===== src/rtl/core/rgbe_pkg.sv =====
// ----------------------------------------------------------------------------
// rgbe_pkg
// Shared types and constants of the RGB LED effect engine.
// ----------------------------------------------------------------------------
package rgbe_pkg;

  // effect modes
  localparam logic [2:0] MODE_OFF      = 3'd0;
  localparam logic [2:0] MODE_STEADY   = 3'd1;
  localparam logic [2:0] MODE_BLINK    = 3'd2;
  localparam logic [2:0] MODE_RAINBOW  = 3'd3;
  localparam logic [2:0] MODE_FADE_IN  = 3'd4;
  localparam logic [2:0] MODE_FADE_OUT = 3'd5;

  // configuration register indexes
  localparam logic [1:0] REG_EFFECT_MODE = 2'd0;
  localparam logic [1:0] REG_BASE_COLOR  = 2'd1;
  localparam logic [1:0] REG_BLINK_COUNT = 2'd2;

  // color wheel segment bounds and step sizes
  localparam logic [7:0] WHEEL_SEG1  = 8'd85;
  localparam logic [7:0] WHEEL_SEG2  = 8'd170;
  localparam logic [8:0] FADE_STEP   = 9'd3;
  localparam logic [7:0] FULL_SCALE  = 8'd255;

  // effect state carried from item to item
  typedef struct packed {
    logic [23:0] shown_color;
    logic [8:0]  step_count;
    logic [8:0]  toggle_limit;
    logic        effect_active;
  } effect_state_t;

  // configuration seen by the step logic
  typedef struct packed {
    logic [2:0]  effect_mode;
    logic [23:0] base_color;
    logic [7:0]  blink_count;
  } effect_cfg_t;

endpackage


===== src/rtl/core/rgbe_step.sv =====
// ----------------------------------------------------------------------------
// rgbe_step
// Next-state logic for one input item: start, blink, wheel and fade steps.
// ----------------------------------------------------------------------------
module rgbe_step
  import rgbe_pkg::*;
(
  input  effect_cfg_t   cfg,
  input  effect_state_t cur,
  input  logic          start_req,
  input  logic          advance,
  output effect_state_t nxt
);

  logic [7:0]  pos;
  logic [7:0]  seg;
  logic [9:0]  seg_x3;
  logic [7:0]  ramp;
  logic [23:0] wheel_color;
  logic [7:0]  fade_eff;
  logic [7:0]  factor;
  logic [15:0] prod_r;
  logic [15:0] prod_g;
  logic [15:0] prod_b;
  logic [23:0] fade_color;

  // color wheel position, walked backwards
  always_comb begin
    pos = ~cur.step_count[7:0];
    if (pos < WHEEL_SEG1) begin
      seg = pos;
    end else if (pos < WHEEL_SEG2) begin
      seg = pos - WHEEL_SEG1;
    end else begin
      seg = pos - WHEEL_SEG2;
    end
    seg_x3 = {2'b00, seg} + {1'b0, seg, 1'b0};
    ramp   = seg_x3[7:0];
    if (pos < WHEEL_SEG1) begin
      wheel_color = {FULL_SCALE - ramp, 8'd0, ramp};
    end else if (pos < WHEEL_SEG2) begin
      wheel_color = {8'd0, ramp, FULL_SCALE - ramp};
    end else begin
      wheel_color = {ramp, FULL_SCALE - ramp, 8'd0};
    end
  end

  // fade scaling, step saturates at full scale
  always_comb begin
    fade_eff   = cur.step_count[8] ? FULL_SCALE : cur.step_count[7:0];
    factor     = (cfg.effect_mode == MODE_FADE_IN) ? fade_eff : ~fade_eff;
    prod_r     = {8'd0, cfg.base_color[23:16]} * {8'd0, factor};
    prod_g     = {8'd0, cfg.base_color[15:8]} * {8'd0, factor};
    prod_b     = {8'd0, cfg.base_color[7:0]} * {8'd0, factor};
    fade_color = {prod_r[15:8], prod_g[15:8], prod_b[15:8]};
  end

  // state update
  always_comb begin
    nxt = cur;
    if (start_req) begin
      case (cfg.effect_mode)
        MODE_STEADY: begin
          nxt.shown_color   = cfg.base_color;
          nxt.effect_active = 1'b0;
        end
        MODE_BLINK: begin
          nxt.toggle_limit  = {cfg.blink_count, 1'b0};
          nxt.step_count    = '0;
          nxt.effect_active = 1'b1;
        end
        MODE_RAINBOW, MODE_FADE_IN, MODE_FADE_OUT: begin
          nxt.step_count    = '0;
          nxt.effect_active = 1'b1;
        end
        default: begin
          nxt.shown_color   = '0;
          nxt.effect_active = 1'b0;
        end
      endcase
    end else if (advance && cur.effect_active) begin
      case (cfg.effect_mode)
        MODE_BLINK: begin
          if (cur.toggle_limit != '0 && cur.step_count >= cur.toggle_limit) begin
            nxt.shown_color   = '0;
            nxt.effect_active = 1'b0;
          end else begin
            nxt.shown_color = (cur.shown_color == '0) ? cfg.base_color : '0;
            if (cur.toggle_limit != '0) begin
              nxt.step_count = cur.step_count + 9'd1;
            end
          end
        end
        MODE_RAINBOW: begin
          if (cur.step_count[8]) begin
            nxt.step_count = '0;
          end else begin
            nxt.shown_color = wheel_color;
            nxt.step_count  = cur.step_count + 9'd1;
          end
        end
        MODE_FADE_IN, MODE_FADE_OUT: begin
          nxt.shown_color = fade_color;
          if (cur.step_count < {1'b0, FULL_SCALE}) begin
            nxt.step_count = cur.step_count + FADE_STEP;
          end else begin
            nxt.step_count    = '0;
            nxt.effect_active = 1'b0;
          end
        end
        default: begin
          nxt.effect_active = 1'b0;
        end
      endcase
    end
  end

endmodule


===== src/rtl/core/rgb_led_effect_engine_core.sv =====
// ----------------------------------------------------------------------------
// rgb_led_effect_engine_core
// Tick-driven RGB effect engine: off, steady, blink, rainbow, fade in/out.
// ----------------------------------------------------------------------------
// Usage:
//   in_* stream carries one item per transfer: start_req restarts the mode in
//   effect_mode, advance runs one effect step. Each item yields exactly one
//   result on the out_* stream: the shown color and the running flag.
//   cfg_* is a plain write port (cfg_we, cfg_addr, cfg_wdata) for effect_mode,
//   base_color and blink_count; write only while no item is in flight.
// Timing:
//   an accepted item is held in the input register, then the step logic
//   updates the effect state and loads the output register, which offers
//   the result on out_*. One item per cycle is sustained while out_tready
//   stays high; the state update is a loop through the step logic and the
//   state register alone.
// Reset and stalls:
//   rst_n (synchronous, active low) clears cfg_r, the valid flags and state_r
//   (black, idle). While out_tready is low the result is held, the input
//   register holds one more item, and in_tready drops once both are full.
// ----------------------------------------------------------------------------
module rgb_led_effect_engine_core
  import rgbe_pkg::*;
(
  input  logic        clk,
  input  logic        rst_n,
  // input stream
  input  logic        in_tvalid,
  output logic        in_tready,
  input  logic [7:0]  in_tdata,   // [0] start_req, [1] advance, [7:2] zero
  // result stream
  output logic        out_tvalid,
  input  logic        out_tready,
  output logic [31:0] out_tdata,  // [7:0] red, [15:8] green, [23:16] blue,
                                  // [24] running, [31:25] zero
  // configuration writes
  input  logic        cfg_we,
  input  logic [1:0]  cfg_addr,
  input  logic [23:0] cfg_wdata
);

  effect_cfg_t   cfg_r;
  effect_state_t state_r;
  effect_state_t state_nxt;
  logic          item_valid_r;
  logic          start_req_r;
  logic          advance_r;
  logic          out_valid_r;
  logic [23:0]   color_r;
  logic          running_r;
  logic          out_free;
  logic          fire;

  // handshake: step fires when an item is held and the output can take it
  assign out_free  = !out_valid_r || out_tready;
  assign fire      = item_valid_r && out_free;
  assign in_tready = !item_valid_r || out_free;

  // configuration registers
  always_ff @(posedge clk) begin
    if (!rst_n) begin
      cfg_r <= '0;
    end else if (cfg_we) begin
      case (cfg_addr)
        REG_EFFECT_MODE: cfg_r.effect_mode <= cfg_wdata[2:0];
        REG_BASE_COLOR:  cfg_r.base_color  <= cfg_wdata;
        REG_BLINK_COUNT: cfg_r.blink_count <= cfg_wdata[7:0];
        default:         cfg_r             <= cfg_r;
      endcase
    end
  end

  // input register
  always_ff @(posedge clk) begin
    if (!rst_n) begin
      item_valid_r <= 1'b0;
    end else if (in_tready) begin
      item_valid_r <= in_tvalid;
    end
  end

  always_ff @(posedge clk) begin
    if (in_tready && in_tvalid) begin
      start_req_r <= in_tdata[0];
      advance_r   <= in_tdata[1];
    end
  end

  // effect step logic
  rgbe_step u_step (
    .cfg       (cfg_r),
    .cur       (state_r),
    .start_req (start_req_r),
    .advance   (advance_r),
    .nxt       (state_nxt)
  );

  // effect state
  always_ff @(posedge clk) begin
    if (!rst_n) begin
      state_r <= '0;
    end else if (fire) begin
      state_r <= state_nxt;
    end
  end

  // output register
  always_ff @(posedge clk) begin
    if (!rst_n) begin
      out_valid_r <= 1'b0;
    end else if (out_free) begin
      out_valid_r <= item_valid_r;
    end
  end

  always_ff @(posedge clk) begin
    if (fire) begin
      color_r   <= state_nxt.shown_color;
      running_r <= state_nxt.effect_active;
    end
  end

  assign out_tvalid = out_valid_r;
  assign out_tdata  = {7'd0, running_r, color_r[7:0], color_r[15:8], color_r[23:16]};

endmodule

===== config.mk =====
export PLATFORM = sky130hd
export DESIGN_NAME = rgb_led_effect_engine_core
export DESIGN_NICKNAME = d
export VERILOG_FILES = /design/src/rtl/core/rgbe_pkg.sv /design/src/rtl/core/rgbe_step.sv /design/src/rtl/core/rgb_led_effect_engine_core.sv
export SDC_FILE = /design/constraint.sdc
export NUM_CORES = 1
export LEC_CHECK = 0
export ABC_AREA = 0
export BUFFER_PORTS_ARGS = -buffer_cell sky130_fd_sc_hd__buf_2
export CORE_MARGIN = 3
export CORE_UTILIZATION = 30
export DETAILED_ROUTE_END_ITERATION = 16
export PLACE_DENSITY = 0.45
export SYNTH_ARGS = -nofsm -noshare
export SYNTH_HDL_FRONTEND = slang
export SYNTH_SLANG_ARGS = --single-unit

===== constraint.sdc =====
create_clock -name clk -period 7.1 [get_ports clk]
set_input_delay 0 -clock clk [delete_from_list [all_inputs] [get_ports clk]]
set_output_delay 0 -clock clk [all_outputs]
set_load 0.02 [all_outputs]

======== Yosys cells after proc, flatten, opt, wreduce, memory -nomap -nowiden ========
Cells that the tools add are included.
word-level totals
  register bits after elaboration ......... 106
  input bits .............................. 39
  output and inout port bits .............. 34
  word-level logic and storage cells ...... 82
cells by class
  add/subtract/negate cells ............... 6
  multiply operators ...................... 3
  $lt $le $gt $ge ......................... 4
  eq/ne operators ......................... 10
  multiplexer cells ....................... 24
  bitwise gates (word level) .............. 2
  reductions and logical operators ........ 20
operators by type and width
  operator                                                     number
  two-way mux 24 bit                                           5
  one-hot mux 33 bit (3 select lines)                          1
  two-way mux 33 bit                                           2
  multiplier 8 x 8 -> 16 bit                                   3
  one-hot mux 24 bit (2 select lines)                          1
  two-way mux 9 bit                                            5
  two-way mux 8 bit                                            4
  logical NOT 24 bit                                           1
  inverter 8 bit                                               2
  adder 9 x 1 -> 9 bit (second input constant)                 1
  adder 9 x 2 -> 9 bit (second input constant)                 1
  >= comparator 9 bit                                          1
  less-than comparator 9 x 8 -> 1 bit (second input constant)  1
  nonzero test 9 bit                                           1
  adder 8 bit                                                  1
  less-than comparator 8 x 7 -> 1 bit (second input constant)  1
  less-than comparator 8 bit (second input constant)           1
  subtractor 8 x 7 -> 8 bit (second input constant)            1
  subtractor 8 bit (first input constant)                      1
  subtractor 8 bit (second input constant)                     1
  == test 3 x 2 -> 1 bit (second input constant)               2
  == test 3 bit (second input constant)                        2
  AND reduction 2 bit                                          3
  AND reduction 6 bit                                          1
  other kinds (17)                                             26

======== Depth between registers and ports, before layout ========
  word-level depth ........................ 12
  mapped depth ............................ 23
  depth with buffers taken out ............ 20

======== Modules after synthesis ========
From an unflattened synthesis, not the netlist that was laid out.
unflattened totals
  cell total of the unflattened synthesis .. 1577
  area total of the unflattened synthesis .. 12997.5 um2
by module, submodules not included
  module                      instances  cells an instance  area each (um2)  seq. area each (um2)
  rgbe_step                   1          1201               9083.7           0.0
  rgb_led_effect_engine_core  1          376                3913.8           2412.3

======== Least setup slack after synthesis ========
Ideal clock, no wire load.
  path type ............................... flip-flop to flip-flop
  start point ............................. reg state_r[18] (netlist name)
  end point ............................... reg state_r[31] (netlist name)
  library setup time ...................... 0.087 ns
  arrival ................................. 5.799 ns
  slack ................................... 1.214 ns
  cell stages (with the launch flop) ...... 22
  path buffers ............................ 4
  path through ............................ dfxtp_1 -> clkbuf_1 -> clkbuf_1 -> nor2_1 -> xnor2_1 -> clkbuf_1 -> nor2b_1 -> fa_1 -> fa_1 -> fa_1 -> inv_1 -> fa_1 -> inv_1 -> ha_1 -> clkbuf_1 -> a21oi_1 -> o21ai_0 -> or2_2 -> or4b_2 -> nand3_1 -> a211oi_1 -> o31ai_1
on the way
  longest elaborated chain between the ends .. 7
ends and longest elaborated chain
  item                                   line                               text
  start: declaration                     rgb_led_effect_engine_core.sv:43   effect_state_t state_r;
  start signal: assignment               rgb_led_effect_engine_core.sv:103  state_r <= state_nxt;
  two-way mux 8 bit                      rgbe_step.sv:50                    fade_eff = cur.step_count[8] ? FULL_SCALE : cur.step_count[7:0];
  inverter 8 bit                         rgbe_step.sv:51                    factor = (cfg.effect_mode == MODE_FADE_IN) ? fade_eff : ~fade_eff;
  two-way mux 8 bit                      rgbe_step.sv:51
  multiplier 8 x 8 -> 16 bit             rgbe_step.sv:53                    prod_g = {8'd0, cfg.base_color[15:8]} * {8'd0, factor};
  one-hot mux 33 bit (3 select lines) *  rgbe_step.sv:82                    case (cfg.effect_mode)
  two-way mux 33 bit *                   rgbe_step.sv:81                    end else if (advance && cur.effect_active) begin
  two-way mux 33 bit *                   rgbe_step.sv:61                    if (start_req) begin
Mark *: on every way between the ends. The rest lies on a longest branch, timed or not. The select of a mux whose other input is x is not followed.
A chain may end at the register's enable or synchronous reset.

==> summary.md <==
| Metric | Value |
|---|---|
| Worst R2R Path Depth | 19 |
| Outcome | finished, final reports clean |
| Sequential-to-total area share from yosys stat | 18.32% |
| Full die area | 46070 sq um |
| CTS resizes | 0 |
| CTS Root Buffer Type | clkbuf_16 |
| Ports | 73 |
| CP peak stage delay | 0.63 ns |
| Final min period | 6.490 ns |
| Post-synth EDFFs | 27 |
| Share of cells above drive strength 1 | 8.420% |
| RSZ-0062 raised after global routing | false |
| 1st-pass router iterations | 5 |
| VDD IR max | 106.6 uV |
| Period utilization | 91.40% |
| Final hold violations | 0 |
| Starting density of the core | 30.72% |
| Final Util | 34.33% |
| Critical path type | reg -> reg |
| Row cnt | 75 |
| DR vias/cell | 5.258 |
| Worst hold path depth | 4 |
| H-tree levels | 3 |
| Postcts setup bufs | 0 |
| Fillcell total | 4484 |
| Place WS | 0.6642 ns |
| Worst Hold Class | in -> reg |
| Crit path capture type | flip-flop |
| Ys flop type | dfxtp_1 |
| Yosys cell types | 82 |
| Final Wtd Congestion | 0.8392 |
| Metal2 WL | 21240 microns |
| Final wirelength | 43960 microns |
| CTS sink cnt | 106 |
| Most common cell after layout, fill and taps aside | nand2_1 |
| CTS max path bufs | 2 |
| Congestion Overflow GR | 0 |
| Final slew viol count | 0 |
| Max Used Layer | met4 |
| Synthesis-to-finish area growth | 11.75% |
| Slowest-stage cell, CP | or4b_2 |
| ANT nets after route | 0 |
| Avg Synthesized Cell Area | 8.183 sq um |
| Total of max-cap violations | 0 |
| Synthesis Warnings | 0 |
| # DRC | 0 |
| F_max | 154.1 MHz |
| Die Y | 214.6 microns |
| Post-synthesis cell count | 1596 |
| Wl on met1 | 20090 microns |
| Fin Clk Skew | 0.01799 ns |
| Overall Global Routing Usage | 19.09% |
| WP data required | 7.32 ns |
| Yosys reg bits | 106 |
| P_leak | 6.795 nW |
| Latest clock arrival within the worst-skew pair | 0.40 ns |
| Worst slew margin | 29.60% |
| Setup TNS | 0 ns |
| Final HPWL DP | 31770 microns |
| DR vias | 11590 |
| # diodes | 0 |
| CP Launch Type | flip-flop |
| Antenna violations before repair | 0 |
| Setup WS post-layout | 0.6105 ns |
| First-pass GRT wire length | 69080 microns |
| Vias in the first global route | 11680 |
| Post-Syn Area | 13060 sq um |
| Most frequent cells in the layout | nand2_1, inv_1, ha_1 |
| # hold bufs at CTS | 29 |
| Cell family with most CP delay | adder cells |
| DIE WIDTH | 214.6 microns |
| Port bufs | 59 |
| Cts bufs inserted | 9 |
| Synth async-reset ratio | 0% |
| Met3 routed WL | 1887 microns |
| Fin nets | 1902 |
| Crit. path cell count | 19 |
| Drt wl/cell | 19.95 microns |
| Power Density | 116.8 nW/um^2 |
| DRT iter0 DRCs | 788 |
| Largest net degree at the start of global routing | 56 |
| WP data arrival | 6.71 ns |
| Final-report setup violation count | 0 |
| Reg clk slew, reported paths | 0.10 ns |
| Worst Path Buf+Inv | 4 |
| TritonCTS clock tree | done |
| Floorplan core area | 42510 sq um |
| Worst-path cell chain | nor3b_2 -> buf_4 -> xor2_2 -> buf_4 -> and2_1 -> fa_1 -> fa_1 -> fa_1 -> inv_1 -> fa_1 -> inv_1 -> ha_1 -> a21oi_1 -> o21ai_0 -> or2_2 -> or4b_2 -> nand3_1 -> a211oi_1 -> nor2_1 |
| CP dominant cell by count | fa_1 |
| Worst-path maximum fanout | 12 |
| Worst-margin pin slew | 1.056 ns |
==> metrics by stage <==
step,cells,cell area [sq um],hold slack [ns],power (mW)
6_report,2204,14600,0.06824,1.704
5_1_grt,2204,14600,0.08596,1.800
4_1_cts,2204,14600,0.04137,1.724
3_5_place_dp,2159,13980,0.1781,1.122
3_3_place_gp,2159,13980,0.1766,1.120
2_1_floorplan,1602,13080,0.09887,0.9869
==> layout make-up <==
type	instances	area, sq um	share of cell area [%]
Inverter	160	600.6	4.115
Sequential cell	106	2392	16.39
Tap cell	577	721.9	4.946
Multi-Input combinational cell	1221	9671	66.26
Timing Repair Buffer	124	880.8	6.035
Clock buffer	9	225.2	1.543
Clock inverter	7	103.9	0.7115
==> final timing paths <==
kind | startpoint | end | slack (ns)
worst min register to register | cfg_r[4] | state_r[6] | 0.50
worst min-delay path | cfg_addr[1] | cfg_r[33] | 0.07
worst max register to register | cfg_r[34] | color_r[12] | 0.61
worst max-delay path | cfg_r[34] | color_r[12] | 0.61
==> cell usage after synthesis, types with 13 or more instances <==
master    number  area [sq um]
nor2b_1      105         656.9
xnor2_1       15         131.4
nand4_1       15         93.84
edfxtp_1      27         810.8
inv_1        158         593.1
a21oi_1      103         515.5
a31oi_1       19         118.9
a211oi_1      13         97.59
clkbuf_1      94         352.8
o21ai_0       58         290.3
a221oi_1      15         131.4
and2_1        50         312.8
nand3_1       42         210.2
dfxtp_1       79          1582
ha_1         135          1689
mux2i_1       28         280.3
nand2b_1      18         112.6
nor2_1        98         367.9
fa_1         106          2122
nor3_1        21         105.1
nand2_1      164         615.6
==> worst register-to-register path, stage by stage, from the launching register on <==
cell	delay (ns)
dfxtp_1	0.58
nor3b_2	0.23
buf_4	0.29
xor2_2	0.41
buf_4	0.29
and2_1	0.18
fa_1	0.44
fa_1	0.47
fa_1	0.50
inv_1	0.05
fa_1	0.48
inv_1	0.04
ha_1	0.40
a21oi_1	0.41
o21ai_0	0.19
or2_2	0.34
or4b_2	0.63
nand3_1	0.11
a211oi_1	0.06
nor2_1	0.21
==> report_power, final <==
group          switching (mW)  internal [mW]  total, mW  leakage [nW]
clock                   0.322          0.261      0.583         0.158
combinational           0.277          0.177      0.454          5.73
sequential             0.0295          0.638      0.667         0.906
total                   0.628           1.08       1.70          6.80
==> cells by family (layout without fill, tap and decap cells) <==
group / after synthesis / in the layout / synth area share, %
AO/OA/AOI/OAI: 331 / 331 / 16.87
other: 1 / 7 / 0.02871
buffers and inverters: 275 / 300 / 8.306
XOR/XNOR: 26 / 26 / 1.744
AND/OR/NAND/NOR: 583 / 583 / 22.89
multiplexers: 33 / 33 / 2.663
adder cells (fa/ha/maj): 241 / 241 / 29.18
flip-flops: 106 / 106 / 18.32
==> registers in the layout, summed over array words and instances (netlist names) <==
register	count
cfg_r	35
advance_r	1
state_r	42
running_r	1
item_valid_r	1
color_r	24
start_req_r	1
out_tvalid	1
==> metal layers <==
layer  GRT usage [%]  up-vias
li1                -     5506
met5               0        -
met3           1.984       42
met2           33.04      267
met4           3.792        0
met1           25.93     5773
(Power assumes the default switching activity.)
